File: config.mk
export PLATFORM = sky130hd
export DESIGN_NAME = report_rule_to_joystick_mapper
export DESIGN_NICKNAME = d
export VERILOG_FILES = /design/src/rtl/rtjm_pkg.sv /design/src/rtl/rtjm_rule_eval.sv /design/src/rtl/report_rule_to_joystick_mapper.sv
export VERILOG_INCLUDE_DIRS = /design/src /design/src/rtl
export SDC_FILE = /design/constraint.sdc
export NUM_CORES = 1
export LEC_CHECK = 0
export ABC_AREA = 1
export ABC_CLOCK_PERIOD_IN_PS = 4100
export BUFFER_PORTS_ARGS = -buffer_cell sky130_fd_sc_hd__buf_4
export CORE_MARGIN = 2
export CORE_UTILIZATION = 61
export DETAILED_ROUTE_END_ITERATION = 16
export PLACE_DENSITY = 0.88
export SYNTH_ARGS = -nofsm -noshare
export SYNTH_HDL_FRONTEND = slang
export SYNTH_HIERARCHICAL = 1
export SYNTH_SLANG_ARGS = --single-unit
File: constraint.sdc
create_clock -name clk -period 4.1 [get_ports clk]
set_input_delay 0.205 -clock clk [delete_from_list [all_inputs] [get_ports clk]]
set_output_delay 0.205 -clock clk [all_outputs]
set_load 0.02 [all_outputs]
File: src/rtl/report_rule_to_joystick_mapper_assert.svh
// Assertion macros for the report rule to joystick mapper.
// Used by the top level; expects clk and rst_n in scope.
`ifndef REPORT_RULE_TO_JOYSTICK_MAPPER_ASSERT_SVH
`define REPORT_RULE_TO_JOYSTICK_MAPPER_ASSERT_SVH

`ifndef SYNTH
`define RTJM_ASSERT_IMP(lbl, ante, cons) \
  lbl: assert property (@(posedge clk) disable iff (!rst_n) (ante) |-> (cons)) \
    else $error("rtjm assertion failed");
`define RTJM_ASSERT_NXT(lbl, ante, cons) \
  lbl: assert property (@(posedge clk) disable iff (!rst_n) (ante) |=> (cons)) \
    else $error("rtjm assertion failed");
`else
`define RTJM_ASSERT_IMP(lbl, ante, cons)
`define RTJM_ASSERT_NXT(lbl, ante, cons)
`endif

`endif

File: src/rtl/rtjm_pkg.sv
// Package for the report rule to joystick mapper: sizes, rule field codes,
// register indexes and the flag struct. No dependencies.
`timescale 1ns / 1ps

package rtjm_pkg;

  localparam int MAX_RULES    = 8;
  localparam int REPORT_BYTES = 64;
  localparam int IDX_CMP_W    = 9;
  localparam int RULE_W       = 32;
  localparam int COUNT_W      = 4;
  localparam int PADDR_W      = 6;
  localparam int PDATA_W      = 64;

  localparam logic [7:0] KIND_FIELD = 8'hf0;
  localparam logic [7:0] KIND_LEFT  = 8'h10;
  localparam logic [7:0] KIND_RIGHT = 8'h20;
  localparam logic [7:0] KIND_FWD   = 8'h30;
  localparam logic [7:0] KIND_BACK  = 8'h40;
  localparam logic [7:0] KIND_FIRE  = 8'h50;
  localparam logic [7:0] CMP_FIELD  = 8'h0f;
  localparam logic [7:0] CMP_EQ     = 8'h01;
  localparam logic [7:0] CMP_NE     = 8'h02;
  localparam logic [7:0] CMP_LT     = 8'h03;
  localparam logic [7:0] CMP_GT     = 8'h04;

  localparam logic [2:0] REG_RULE_COUNT = 3'd0;
  localparam logic [2:0] REG_RULES_0_1  = 3'd1;
  localparam logic [2:0] REG_RULES_2_3  = 3'd2;
  localparam logic [2:0] REG_RULES_4_5  = 3'd3;
  localparam logic [2:0] REG_RULES_6_7  = 3'd4;

  typedef struct packed {
    logic fire;
    logic fwd;
    logic back;
    logic left;
    logic right;
  } flags_t;

endpackage

File: src/rtl/rtjm_rule_eval.sv
// One rule: byte capture at the rule offset and the masked compare.
// Depends on rtjm_pkg.
`timescale 1ns / 1ps

module rtjm_rule_eval
  import rtjm_pkg::*;
(
  input  logic [RULE_W-1:0] rule_word,
  input  logic              rule_en,
  input  logic [7:0]        cap_cur,
  input  logic [7:0]        in_byte,
  input  logic [5:0]        in_idx,
  input  logic              in_range,
  output logic [7:0]        cap_nxt,
  output flags_t            flags
);

  logic [7:0] kop;
  logic [7:0] offset;
  logic [7:0] mask;
  logic [7:0] value;
  logic [7:0] data;
  logic       hit;

  assign kop    = rule_word[7:0];
  assign offset = rule_word[15:8];
  assign mask   = rule_word[23:16];
  assign value  = rule_word[31:24];

  assign cap_nxt = (in_range && (offset == {2'b00, in_idx})) ? in_byte : cap_cur;
  assign data    = cap_nxt & mask;

  always_comb begin
    case (kop & CMP_FIELD)
      CMP_EQ:  hit = (data == value);
      CMP_NE:  hit = (data != value);
      CMP_LT:  hit = (data < value);
      CMP_GT:  hit = (data > value);
      default: hit = 1'b0;
    endcase
  end

  always_comb begin
    flags = '0;
    if (hit && rule_en) begin
      case (kop & KIND_FIELD)
        KIND_LEFT:  flags.left  = 1'b1;
        KIND_RIGHT: flags.right = 1'b1;
        KIND_FWD:   flags.fwd   = 1'b1;
        KIND_BACK:  flags.back  = 1'b1;
        KIND_FIRE:  flags.fire  = 1'b1;
        default:    flags = '0;
      endcase
    end
  end

endmodule

File: src/rtl/report_rule_to_joystick_mapper.sv
// Top level of the report rule to joystick mapper: input register, rule
// array, result register and APB register file. Depends on rtjm_pkg,
// rtjm_rule_eval and report_rule_to_joystick_mapper_assert.svh.
//
//   channel | handshake           | payload
//   --------+---------------------+------------------------------------------
//   in      | in_valid/in_ready   | in_report_byte, in_byte_index, in_last_byte
//   out     | out_valid/out_ready | out_fire, out_forward, out_back, out_left,
//           |                     | out_right
//   cfg     | APB write/read      | paddr, pwdata, prdata
//
// One item per cycle is taken while in_ready is high; a last-byte item's
// result passes the input register, then the result register, to out_valid.
// Non-last items never stall in the input register. A last-byte item waits
// there, holding in_ready low, only while the result register still holds
// an untaken result.
// Synchronous active-low reset clears control, rule registers and captures.
`timescale 1ns / 1ps

`include "report_rule_to_joystick_mapper_assert.svh"

module report_rule_to_joystick_mapper
  import rtjm_pkg::*;
(
  input  logic               clk,
  input  logic               rst_n,
  input  logic               in_valid,
  output logic               in_ready,
  input  logic [7:0]         in_report_byte,
  input  logic [5:0]         in_byte_index,
  input  logic               in_last_byte,
  output logic               out_valid,
  input  logic               out_ready,
  output logic               out_fire,
  output logic               out_forward,
  output logic               out_back,
  output logic               out_left,
  output logic               out_right,
  input  logic               psel,
  input  logic               penable,
  input  logic               pwrite,
  input  logic [PADDR_W-1:0] paddr,
  input  logic [PDATA_W-1:0] pwdata,
  output logic [PDATA_W-1:0] prdata,
  output logic               pready
);

  logic [COUNT_W-1:0]                rule_count_r;
  logic [MAX_RULES-1:0][RULE_W-1:0]  rule_word_r;
  logic [MAX_RULES-1:0][7:0]         cap_r;
  logic [MAX_RULES-1:0][7:0]         cap_nxt;
  flags_t [MAX_RULES-1:0]            rule_flags;
  flags_t                            any_flags;
  logic [MAX_RULES-1:0]              rule_en;
  logic [COUNT_W-1:0]                active_cnt;
  logic                              in_range;
  logic [2:0]                        reg_idx;
  logic                              wr_en;

  logic       s1_valid_r;
  logic [7:0] s1_byte_r;
  logic [5:0] s1_idx_r;
  logic       s1_last_r;
  logic       s1_adv;

  logic       out_valid_r;
  flags_t     out_flags_r;

  // config port
  assign pready  = 1'b1;
  assign reg_idx = paddr[PADDR_W-1:3];
  assign wr_en   = psel && penable && pwrite && pready;

  always_ff @(posedge clk) begin
    if (!rst_n) begin
      rule_count_r <= '0;
      rule_word_r  <= '0;
    end else if (wr_en) begin
      case (reg_idx)
        REG_RULE_COUNT: rule_count_r <= pwdata[COUNT_W-1:0];
        REG_RULES_0_1:  rule_word_r[1:0] <= pwdata;
        REG_RULES_2_3:  rule_word_r[3:2] <= pwdata;
        REG_RULES_4_5:  rule_word_r[5:4] <= pwdata;
        REG_RULES_6_7:  rule_word_r[7:6] <= pwdata;
        default:        rule_count_r <= rule_count_r;
      endcase
    end
  end

  always_comb begin
    case (reg_idx)
      REG_RULE_COUNT: prdata = {{(PDATA_W-COUNT_W){1'b0}}, rule_count_r};
      REG_RULES_0_1:  prdata = rule_word_r[1:0];
      REG_RULES_2_3:  prdata = rule_word_r[3:2];
      REG_RULES_4_5:  prdata = rule_word_r[5:4];
      REG_RULES_6_7:  prdata = rule_word_r[7:6];
      default:        prdata = '0;
    endcase
  end

  // input register
  assign s1_adv   = s1_valid_r && (!s1_last_r || !out_valid_r || out_ready);
  assign in_ready = !s1_valid_r || s1_adv;

  always_ff @(posedge clk) begin
    if (!rst_n) begin
      s1_valid_r <= 1'b0;
    end else if (in_ready) begin
      s1_valid_r <= in_valid;
    end
  end

  always_ff @(posedge clk) begin
    if (in_valid && in_ready) begin
      s1_byte_r <= in_report_byte;
      s1_idx_r  <= in_byte_index;
      s1_last_r <= in_last_byte;
    end
  end

  // rule array
  assign active_cnt = (rule_count_r > COUNT_W'(MAX_RULES)) ? COUNT_W'(MAX_RULES)
                                                           : rule_count_r;
  assign in_range   = ({3'b000, s1_idx_r} < IDX_CMP_W'(REPORT_BYTES));

  for (genvar g = 0; g < MAX_RULES; g++) begin : g_rule
    assign rule_en[g] = (COUNT_W'(g) < active_cnt);
    rtjm_rule_eval u_rule (
      .rule_word (rule_word_r[g]),
      .rule_en   (rule_en[g]),
      .cap_cur   (cap_r[g]),
      .in_byte   (s1_byte_r),
      .in_idx    (s1_idx_r),
      .in_range  (in_range),
      .cap_nxt   (cap_nxt[g]),
      .flags     (rule_flags[g])
    );
  end

  always_comb begin
    any_flags = '0;
    for (int i = 0; i < MAX_RULES; i++) begin
      any_flags = any_flags | rule_flags[i];
    end
  end

  // clear captures once the report is checked
  always_ff @(posedge clk) begin
    if (!rst_n) begin
      cap_r <= '0;
    end else if (s1_adv) begin
      cap_r <= s1_last_r ? '0 : cap_nxt;
    end
  end

  // result register
  always_ff @(posedge clk) begin
    if (!rst_n) begin
      out_valid_r <= 1'b0;
    end else if (s1_adv && s1_last_r) begin
      out_valid_r <= 1'b1;
    end else if (out_ready) begin
      out_valid_r <= 1'b0;
    end
  end

  always_ff @(posedge clk) begin
    if (s1_adv && s1_last_r) begin
      out_flags_r.fire  <= any_flags.fire;
      out_flags_r.fwd   <= any_flags.fwd;
      out_flags_r.back  <= any_flags.back && !any_flags.fwd;
      out_flags_r.left  <= any_flags.left;
      out_flags_r.right <= any_flags.right && !any_flags.left;
    end
  end

  assign out_valid   = out_valid_r;
  assign out_fire    = out_flags_r.fire;
  assign out_forward = out_flags_r.fwd;
  assign out_back    = out_flags_r.back;
  assign out_left    = out_flags_r.left;
  assign out_right   = out_flags_r.right;

  `RTJM_ASSERT_NXT(a_last_gives_result, s1_adv && s1_last_r, out_valid)
  `RTJM_ASSERT_NXT(a_caps_cleared, s1_adv && s1_last_r, cap_r == '0)
  `RTJM_ASSERT_IMP(a_fwd_over_back, out_valid, !(out_forward && out_back))
  `RTJM_ASSERT_IMP(a_left_over_right, out_valid, !(out_left && out_right))
  `RTJM_ASSERT_NXT(a_no_rules_no_flags, s1_adv && s1_last_r && rule_count_r == '0,
                   out_flags_r == '0)

endmodule

==> results of run 1 <==
[critical path, delay by kind of cell (launching register included)]
kind	cells	cell delay (ps)
AND/OR/NAND/NOR	16	2110
flip-flops	1	840
buffers and inverters	1	50
adder cells (fa/ha/maj)	1	290
AO/OA/AOI/OAI	1	170
[synth_stat cells, drive strengths merged, types with 7 or more instances]
cell type / count
nand4: 35
a21oi: 90
nor3: 17
o21bai: 56
inv: 573
dfxtp: 326
clkbuf: 32
and2: 8
nand3b: 8
a21o: 8
edfxtp: 20
nand2: 1246
nor2: 723
o21ai: 17
o22ai: 14
nor3b: 7
ha: 64
nand3: 266
buf: 119
[cells in the final DEF, fill, tap and decap left out, types with 2 or more instances in the layout]
cell	synthesis	final
nand2_1	1217	1216
nor2_1	672	671
inv_1	569	568
dfxtp_1	326	326
nand3_1	265	265
buf_4	34	175
a21oi_1	90	90
ha_1	64	64
o21bai_1	56	56
clkbuf_16	0	42
nand4_1	35	35
nor2_2	38	35
nand2_4	22	22
edfxtp_1	20	20
nor3_1	16	16
dlygate4sd3_1	0	16
o21ai_1	15	15
clkbuf_1	32	14
o22ai_1	14	14
nor2_4	5	9
conb_1	1	9
nor2_8	8	8
nand2_2	7	8
a21o_1	8	8
and2_1	8	8
nand3b_1	8	8
nor3b_4	7	7
buf_12	0	6
clkbuf_8	0	5
inv_2	4	4
clkinv_2	0	3
nor4_1	2	2
o21ai_0	2	2
xnor2_1	2	2
[cells by family (layout without fill, tap and decap cells)]
kind of cell,Yosys count,after routing,synth area share
compound gates,186,186,0.0510
xor+xnor,3,3,0.00121
fa+ha+maj,64,64,0.0368
buf+inv,725,838,0.135
flops,346,346,0.328
other cells,1,9,0.000172
simple gates,2314,2314,0.448
[through the flow]
| step | std cells | hold WS (ps) |
|---|---|---|
| floorplan | 3647 | 304 |
| global placement | 4139 | 385 |
| detailed placement | 4139 | 384 |
| CTS | 4221 | 19.9 |
| global route | 4221 | 45.9 |
| finish | 4221 | 23.3 |
[registers in the layout, indices dropped and copies added (netlist names)]
name	flops
out_valid	1
s1_valid_r	1
out_left	1
s1_last_r	1
out_right	1
rule_word_r	256
out_back	1
out_forward	1
s1_idx_r	6
out_fire	1
rule_count_r	4
s1_byte_r	8
cap_r	64
[how the worst max path moves through the flow]
| stage | startpoint | end | depth (start not counted) |
|---|---|---|---|
| floorplan | s1_idx_r[2]$_DFFE_PP_ | out_fire$_DFFE_PP_ | 20 |
| global placement | s1_idx_r[0]$_DFFE_PP_ | out_fire$_DFFE_PP_ | 19 |
| detailed placement | s1_idx_r[2]$_DFFE_PP_ | out_fire$_DFFE_PP_ | 19 |
| CTS | s1_idx_r[2]$_DFFE_PP_ | out_fire$_DFFE_PP_ | 19 |
| global route | s1_idx_r[2]$_DFFE_PP_ | out_fire$_DFFE_PP_ | 19 |
| finish | s1_idx_r[2]$_DFFE_PP_ | out_fire$_DFFE_PP_ | 19 |
[metal layers]
layer	vias to the layer above	track usage
li1	11100	-
met1	9895	0.443
met2	954	0.537
met3	160	0.0347
met4	0	0.129
met5	-	0
[layout make-up]
type,count,area [sq um]
Clock inverter,5,51.3
Inverter,574,2160
Multi-Input combinational cell,2576,11800
Timing Repair Buffer,198,1610
Clock buffer,61,1170
Fill cell,3064,10900
Tap cell,461,577
Sequential cell,346,7130
[repair_timing]
| action | 4_1_cts | 5_1_grt |
|---|---|---|
| gates resized for setup | 0 | 0 |
| hold buffers | 16 | 0 |
| hold endpoints to repair | 16 | 0 |
[power groups by stage]
stage,logic [W],registers (W),clock network [W]
5_1_grt,0.000748,0.00351,0.00357
6_report,0.000681,0.00351,0.00342
4_1_cts,0.000672,0.00351,0.00343
2_1_floorplan,0.000455,0.00355,0
3_3_place_gp,0.000648,0.00358,0
3_5_place_dp,0.000656,0.00358,0
==> reports/results.tsv, run 1 <==
stage	metric	value	unit
clock_tree	Root Driver	clkbuf_16	
critical_path	flop2flop setup slack	350	ps
pwr	Flop pwr share	0.461	
finish	area added between synthesis and finish	12.4	%
drt	DR WL/cell	14.6	um
drt	Iter 0 DRT Violations	2020	
timing	Tmin final	3750	ps
grt	grt total ovfl	0	
drt	Antenna Nets Post-Route	0	
clock_tree	Clock Latency Late Sink	530	ps
grt	largest net degree at the start of global routing	101	
finish	antenna cell count	0	
finish	# nets final	3891	
clock_tree	Setup Fix Bufs, Post-CTS	0	
critical_path	reg2reg start	s1_idx_r[2]$_DFFE_PP_	
drt	Top Layer Used	met4	
critical_path	crit path DAT	4020	ps
floorplan	Rows	69	
clock_tree	Num CTS Buffers	39	
synthesis	synthesized cell area	21700	sq um
pwr	Leakage	11.7	nW
flow_run	Max-Cap Viols	0	
clock_tree	H-tree levels	2	
finish	Finished Core Util	0.692	
place	DP HPWL	42300	um
pwr	internal power	0.00568	W
critical_path	CP required	4370	ps
clock_tree	Worst-path clk slew	60	ps
floorplan	I/O pin cnt	164	
floorplan	chip width	193	um
pwr	total power	0.00761	W
pwr	NetSw	0.00193	W
floorplan	core area	35300	sq um
pwr	Sw Ratio	0.253	
critical_path	crit path cell chain	o21ai_1, nor2_2, nand2_4, nor2_8, nand2_1, nand2_1, nor2_1, ha_1, nand2_1, nor2_1, nand2_1, nand2_1, nand2_1, inv_1, nand3_1, nand2_1, nor2_1, nor4_1, nand2_1	
finish	share of cells above drive strength 1	0.0880	
grt	vias in the first global route	19500	
critical_path	critical path's slowest cell	edfxtp_1	
place	GPL Wtd Cong	0.947	
timing	Final setup viols	0	
synthesis	top cell type's share of synthesized area	0.300	
critical_path	critical path peak fanout	15	
synthesis	Avg Cell Area, Syn	5.98	sq um
clock_tree	CTS tree	built	
worst_hold_path	hold_sp	pwdata[9]	
pwr	P per Cell Area	311	nW/um^2
drt	DRC viols	0	
pwr	Gate power share	0.089	
drt	vias per inst	5.24	
synthesis	Synth warnings	6	
timing	fmax	0.267	GHz
synthesis	Seq/Total Area, Yosys	0.328	
synthesis	Unique masters post-synth	38	
place	Post-DP Area	23100	sq um
critical_path	Worst Reg2Reg Path Length in Cells	19	
synthesis	synth top area cells	dfxtp_1 (30%), nand2_1 (21%), nor2_1 (12%)	
grt	first-pass GRT wire length	97700	um
timing	Fin Setup TNS	0	ps
floorplan	starting density of the core	0.616	
critical_path	Critical Path Max Stage Delay	840	ps
clock_tree	CTS Buffer Depth	3	
synthesis	Syn Inst Count	3639	
clock_tree	CTS sink cnt	346	
timing	Hold Fails Final Rpt	0	
synthesis	EDFF count, synth	20	
critical_path	critical path endpoint category	flop	
drt	Metal-1 WL	25900	um
timing	final worst slack	348	ps
grt	Tot GR Track Use	0.328	
drt	vias after detailed routing	22100	
pwr	clock share of power	0.449	
floorplan	Die H	193	um
timing	Clock Skews	20.3	ps
synthesis	Async SR Flop Fraction	0	
finish	final instance area	24400	sq um
critical_path	Worst path most repeated cell	nand2_1	
floorplan	die area	37200	sq um
drt	wire length on met3	5370	um
synthesis	Synth area leader	dfxtp_1	
worst_hold_path	Worst Hold End	rule_word_r[137]$_SDFFE_PN0P_	
synthesis	FF+latch count, synth	346	
critical_path	CP Class	reg -> reg	
place	I/O Buffers	159	
drt	total wire length	61600	um
timing	worst slew pin tran	1070	ps
synthesis	ys flop type	dfxtp_1	
grt	antenna violations before repair	0	
drt	Initial DRT Pass Iterations	6	
critical_path	RR Endpoint	out_fire$_DFFE_PP_	
timing	RSZ-0062 raised after global routing	no	
worst_hold_path	hold depth	5	
timing	Tcrit/Tclk final	0.915	
pwr	Max VDD drop	0.224	mV
timing	pins over their slew limit	0	
status	outcome	completed	
place	pre-CTS WS	451	ps
drt	DR WL met2	28000	um
critical_path	startpoint class of the critical path	flop	
worst_hold_path	worst hold path class	in -> reg	
timing	Slew HR	0.288	
Note: power is estimated with default switching activity, not from simulation.
==> inputs of run 2 (changes only) <==
Settings changed: CORE_MARGIN 2 to unset.
==> run 2 against run 1 <==
  * Power is 1.1% lower
  * Routed wire length is 2.2% higher
  * Final cell count hardly changed
  * Via count is 0.41% higher
  * Critical path type unchanged
  * Critical endpoint unchanged
==> reports/results.tsv, run 2 (synthesized netlist as in run 1, its figures left out) <==
stage	metric	value	unit
finish	share of cells above drive strength 1	0.0882	
finish	max FFs per register	256	
timing	Tmin final	3780	ps
clock_tree	CTS Buffer Depth	3	
timing	Clock Skews	16.0	ps
clock_tree	Worst-path clk slew	60	ps
place	GPL Wtd Cong	0.942	
pwr	Leakage	11.7	nW
critical_path	startpoint class of the critical path	flop	
clock_tree	Num CTS Buffers	39	
timing	Tcrit/Tclk final	0.923	
critical_path	CP Class	reg -> reg	
critical_path	critical path endpoint category	flop	
grt	first-pass GRT wire length	100000	um
worst_hold_path	worst hold path class	in -> reg	
drt	Antenna Nets Post-Route	0	
pwr	total power	0.00752	W
grt	antenna violations before repair	0	
worst_hold_path	hold depth	5	
clock_tree	Clock Latency Late Sink	530	ps
critical_path	CP required	4370	ps
drt	vias after detailed routing	22200	
finish	area added between synthesis and finish	12.2	%
timing	final worst slack	316	ps
floorplan	core area	34800	sq um
place	pre-CTS WS	463	ps
finish	largest registers	rule_word_r (256), cap_r (64), s1_byte_r (8)	
critical_path	Worst Reg2Reg Path Length in Cells	18	
timing	fmax	0.264	GHz
grt	vias in the first global route	20000	
finish	# nets final	3894	
place	DP HPWL	42500	um
floorplan	chip width	191	um
timing	Slew HR	0.237	
floorplan	Rows	68	
floorplan	starting density of the core	0.625	
floorplan	Die H	191	um
clock_tree	Root Driver	clkbuf_16	
pwr	Max VDD drop	0.315	mV
timing	pins over their slew limit	0	
clock_tree	CTS tree	built	
timing	worst slew pin tran	1140	ps
drt	Iter 0 DRT Violations	1801	
drt	Initial DRT Pass Iterations	7	
finish	largest reg by FF count	rule_word_r	
finish	commonest cells after routing, fill and taps aside	nand2_1 (1216), nor2_1 (671), inv_1 (568), dfxtp_1 (326), nand3_1 (265)	
finish	antenna cell count	0	
clock_tree	CTS sink cnt	346	
drt	DR WL/cell	14.9	um
floorplan	I/O pin cnt	164	
timing	RSZ-0062 raised after global routing	no	
timing	final hold slack	28.6	ps
timing	Hold Fails Final Rpt	0	
timing	Final setup viols	0	
grt	Tot GR Track Use	0.343	
critical_path	critical path peak fanout	15	
finish	commonest non-fill, non-tap cell in the layout	nand2_1	
grt	grt total ovfl	0	
clock_tree	H-tree levels	2	
drt	total wire length	63000	um
timing	Fin Setup TNS	0	ps
drt	vias per inst	5.27	
drt	DRC viols	0	
flow_run	Max-Cap Viols	0	
critical_path	crit path DAT	4060	ps
pwr	P per Cell Area	308	nW/um^2
grt	largest net degree at the start of global routing	139	
status	outcome	completed	
place	I/O Buffers	159	
floorplan	die area	36400	sq um
## run 2: worst paths after layout
check,from,endpoint,slack [ps]
max,s1_idx_r[0]$_DFFE_PP_,out_fire$_DFFE_PP_,320
min reg2reg,cap_r[39]$_SDFFE_PN0P_,cap_r[39]$_SDFFE_PN0P_,460
min,pwdata[33],rule_word_r[161]$_SDFFE_PN0P_,30
max reg2reg,s1_idx_r[0]$_DFFE_PP_,out_fire$_DFFE_PP_,320
## run 2: cell type report
cell class	instances	area, sq um
clock buffer	65	1180
fill	3043	10400
tap	455	569
sequential	346	7130
clock inverter	3	15.0
timing repair buffer	201	1620
multi-input combinational	2576	11800
inverter	574	2160
## run 2: per-layer routing
| layer | track usage | part of all wire | up-vias |
|---|---|---|---|
| li1 | - | - | 11100 |
| met1 | 0.444 | 0.41 | 9923 |
| met2 | 0.567 | 0.46 | 987 |
| met3 | 0.0501 | 0.093 | 187 |
| met4 | 0.150 | 0.039 | 0 |
| met5 | 0 | 0 | - |
## run 2: timing repair
| action | CTS | global route |
|---|---|---|
| gates resized for setup | 0 | 0 |
| endpoints found under the hold margin | 16 | 0 |
| hold buffers | 16 | 0 |
| setup buffers | 0 | 0 |
## run 2: power by group
group | total [W] | switching (W) | internal [W]
clock network | 0.00332 | 0.00138 | 0.00194
registers | 0.00351 | 0.0000697 | 0.00344
logic | 0.000691 | 0.000467 | 0.000223
total | 0.00752 | 0.00192 | 0.00561
## run 2: critical path, cell delays in order, from the launching register on
cell	delay [ps]
edfxtp_1	720
inv_1	110
nand2_1	80
o21ai_1	100
nor3_4	500
nand2_4	160
nand2_1	90
nand2_1	90
nor2_2	120
ha_1	250
a21o_1	180
nor2_1	180
nand2_1	80
nand2_1	60
nand3_1	140
nand2_1	230
nor2_1	80
nor4_1	270
nand2_1	80
## run 2: through the flow
step | util | instances | instance area (sq um)
global route | 0.702 | 4220 | 24400
finish | 0.702 | 4220 | 24400
CTS | 0.702 | 4220 | 24400
detailed placement | 0.663 | 4136 | 23100
floorplan | - | 3647 | 21800
global placement | 0.663 | 4136 | 23100
==> inputs of run 3 (changes only) <==
--- a/config.mk
+++ b/config.mk
@@ -13,4 +13,5 @@
 export DETAILED_ROUTE_END_ITERATION = 16
 export PLACE_DENSITY = 0.88
+export REMOVE_ABC_BUFFERS = 1
 export SYNTH_ARGS = -nofsm -noshare
 export SYNTH_HDL_FRONTEND = slang
==> constraint.sdc (replaced) <==
create_clock -name clk -period 4.1 [get_ports clk]
set_input_delay 0.205 -clock clk [delete_from_list [all_inputs] [get_ports clk]]
set_output_delay 0.205 -clock clk [all_outputs]
set_load 0.005 [all_outputs]
==> run 3 against run 2 <==
  * Setup slack improved by 76 ps
  * Global-route usage down 0.81 points
  * Critical path depth is 1 higher
  * Clock skew down 1.5 ps
  * Power up 3.7%
  * Critical path type unchanged
==> reports/results.tsv, run 3 (synthesized netlist as in run 1, its figures left out) <==
stage	metric	value	unit
drt	vias after detailed routing	22200	
finish	commonest non-fill, non-tap cell in the layout	nand2_1	
place	Placed Cells	4128	
critical_path	startpoint class of the critical path	flop	
timing	Tcrit/Tclk final	0.904	
timing	Slew HR	0.386	
clock_tree	H-tree levels	2	
finish	max FFs per register	256	
timing	Hold Fails Final Rpt	0	
timing	final hold slack	11.4	ps
finish	commonest cells after routing, fill and taps aside	nand2_1 (1216), nor2_1 (671), inv_1 (568), dfxtp_1 (326), nand3_1 (265)	
timing	final worst slack	392	ps
critical_path	Worst Reg2Reg Path Length in Cells	19	
clock_tree	CTS Buffer Depth	3	
finish	antenna cell count	0	
drt	Antenna Nets Post-Route	0	
floorplan	Rows	68	
floorplan	die area	36400	sq um
floorplan	Die H	191	um
clock_tree	Root Driver	clkbuf_16	
critical_path	RR Endpoint	out_fire$_DFFE_PP_	
pwr	Leakage	11.7	nW
grt	vias in the first global route	20200	
pwr	P per Cell Area	319	nW/um^2
timing	RSZ-0062 raised after global routing	no	
floorplan	I/O pin cnt	164	
floorplan	core area	34800	sq um
grt	antenna violations before repair	0	
grt	largest net degree at the start of global routing	155	
status	outcome	completed	
critical_path	critical path peak fanout	15	
critical_path	CP Depth	19	
timing	Tmin final	3710	ps
critical_path	critical path endpoint category	flop	
clock_tree	Worst-path clk slew	60	ps
critical_path	crit path cell chain	clkinv_1, nand2_1, nand4_1, nor2_4, nand3b_1, nand2_1, nor2_2, ha_1, nand2_1, nor2_1, nand2_1, nand2_1, nand2_1, inv_1, nand3_1, nand2_1, nor2_1, nor4_1, nand2_1	
critical_path	CP Class	reg -> reg	
drt	DR WL/cell	14.5	um
critical_path	Worst path most repeated cell	nand2_1	
timing	fmax	0.270	GHz
critical_path	crit path DAT	3980	ps
grt	grt total ovfl	0	
timing	worst slew pin tran	921	ps
finish	largest reg by FF count	rule_word_r	
critical_path	critical path's slowest cell	edfxtp_1	
clock_tree	Clock Latency Late Sink	540	ps
clock_tree	Num CTS Buffers	38	
critical_path	flop2flop setup slack	390	ps
drt	vias per inst	5.26	
flow_run	Max-Cap Viols	0	
critical_path	Critical Path Source	s1_idx_r[2]$_DFFE_PP_	
drt	total wire length	61000	um
critical_path	Critical Path Max Stage Delay	780	ps
drt	DRC viols	0	
critical_path	Bufs and invs on worst path	2	
place	Post-DP Area	23000	sq um
clock_tree	CTS sink cnt	346	
place	pre-CTS WS	544	ps
place	I/O Buffers	159	
grt	first-pass GRT wire length	99200	um
clock_tree	CTS tree	built	
finish	share of cells above drive strength 1	0.0883	
timing	Final setup viols	0	
floorplan	starting density of the core	0.625	
pwr	total power	0.00780	W
finish	area added between synthesis and finish	12.6	%
drt	Iter 0 DRT Violations	1971	
critical_path	reg2reg start	s1_idx_r[2]$_DFFE_PP_	
floorplan	chip width	191	um
finish	# nets final	3885	
finish	final instance area	24500	sq um
timing	Clock Skews	14.5	ps
timing	pins over their slew limit	0	
finish	final std cells w/o fill	4214	
pwr	Max VDD drop	0.312	mV
critical_path	CP delay by family, top	simple AND/OR/NAND/NOR gates	
drt	Initial DRT Pass Iterations	6	
grt	Tot GR Track Use	0.335	
place	DP HPWL	39200	um
worst_hold_path	hold depth	5	
worst_hold_path	worst hold path class	in -> reg	
critical_path	CP endpoint	out_fire$_DFFE_PP_	
finish	Filler cells	3035	
critical_path	CP required	4380	ps
place	GPL Wtd Cong	0.940	
finish	largest registers	rule_word_r (256), cap_r (64), s1_byte_r (8)	
[run 3: cell count changes in the layout (fill, tap and decap cells not counted), sizes merged]
| cell | change |
|---|---|
| clkinv | +3 |
| bufinv | +3 |
| clkbuf | -4 |
| buf | -8 |
[run 3: through the flow]
stage,utilization,setup TNS (ps)
2_1_floorplan,-,-44290
3_3_place_gp,0.661,0
3_5_place_dp,0.661,0
4_1_cts,0.703,0
5_1_grt,0.703,0
6_report,0.703,0
[run 3: area by class of cell]
| cell class | count | area, sq um | share of cell area |
|---|---|---|---|
| clock buffers | 61 | 1200 | 0.0491 |
| clock inverters | 9 | 118 | 0.00480 |
| flip-flops and latches | 346 | 7130 | 0.291 |
| repair buffers | 193 | 1560 | 0.0635 |
| inverters | 574 | 2160 | 0.0882 |
| well taps | 455 | 569 | 0.0233 |
| multi-input cells | 2576 | 11800 | 0.480 |
[run 3: timing repair]
item	in CTS	in global routing
resized for setup	0	0
hold buffers	16	0
endpoints found under the hold margin	16	0
setup buffers	0	0
[run 3: how the worst min path moves through the flow]
stage	startpoint	slack (ps)	end
finish	pwdata[50]	10	rule_word_r[178]$_SDFFE_PN0P_
global route	pwdata[42]	40	rule_word_r[170]$_SDFFE_PN0P_
CTS	pwdata[50]	7	rule_word_r[178]$_SDFFE_PN0P_
detailed placement	in_report_byte[1]	380	s1_byte_r[1]$_DFFE_PP_
global placement	in_last_byte	380	s1_last_r$_DFFE_PP_
floorplan	rst_n	300	out_valid$_SDFFE_PN0P_
[run 3: layer usage]
| metal | vias up | wire [um] | part of all wire | track usage |
|---|---|---|---|---|
| met4 | 0 | 2240 | 0.037 | 0.132 |
| li1 | 11100 | - | - | - |
| met2 | 961 | 27900 | 0.46 | 0.559 |
| met5 | - | 0 | 0 | 0 |
| met3 | 168 | 5060 | 0.083 | 0.0434 |
| met1 | 9899 | 25700 | 0.42 | 0.438 |
[run 3: power by group]
part | switching (W) | internal (W) | leakage [nW]
sequential | 0.0000644 | 0.00344 | 2.83
clock | 0.00144 | 0.00219 | 0.650
combinational | 0.000449 | 0.000219 | 8.25
[run 3: worst register-to-register path, cell delays in order (launching register included)]
cell	delay [ps]
edfxtp_1	780
clkinv_1	190
nand2_1	110
nand4_1	190
nor2_4	300
nand3b_1	120
nand2_1	130
nor2_2	40
ha_1	280
nand2_1	70
nor2_1	250
nand2_1	80
nand2_1	70
nand2_1	60
inv_1	70
nand3_1	150
nand2_1	180
nor2_1	60
nor4_1	250
nand2_1	70
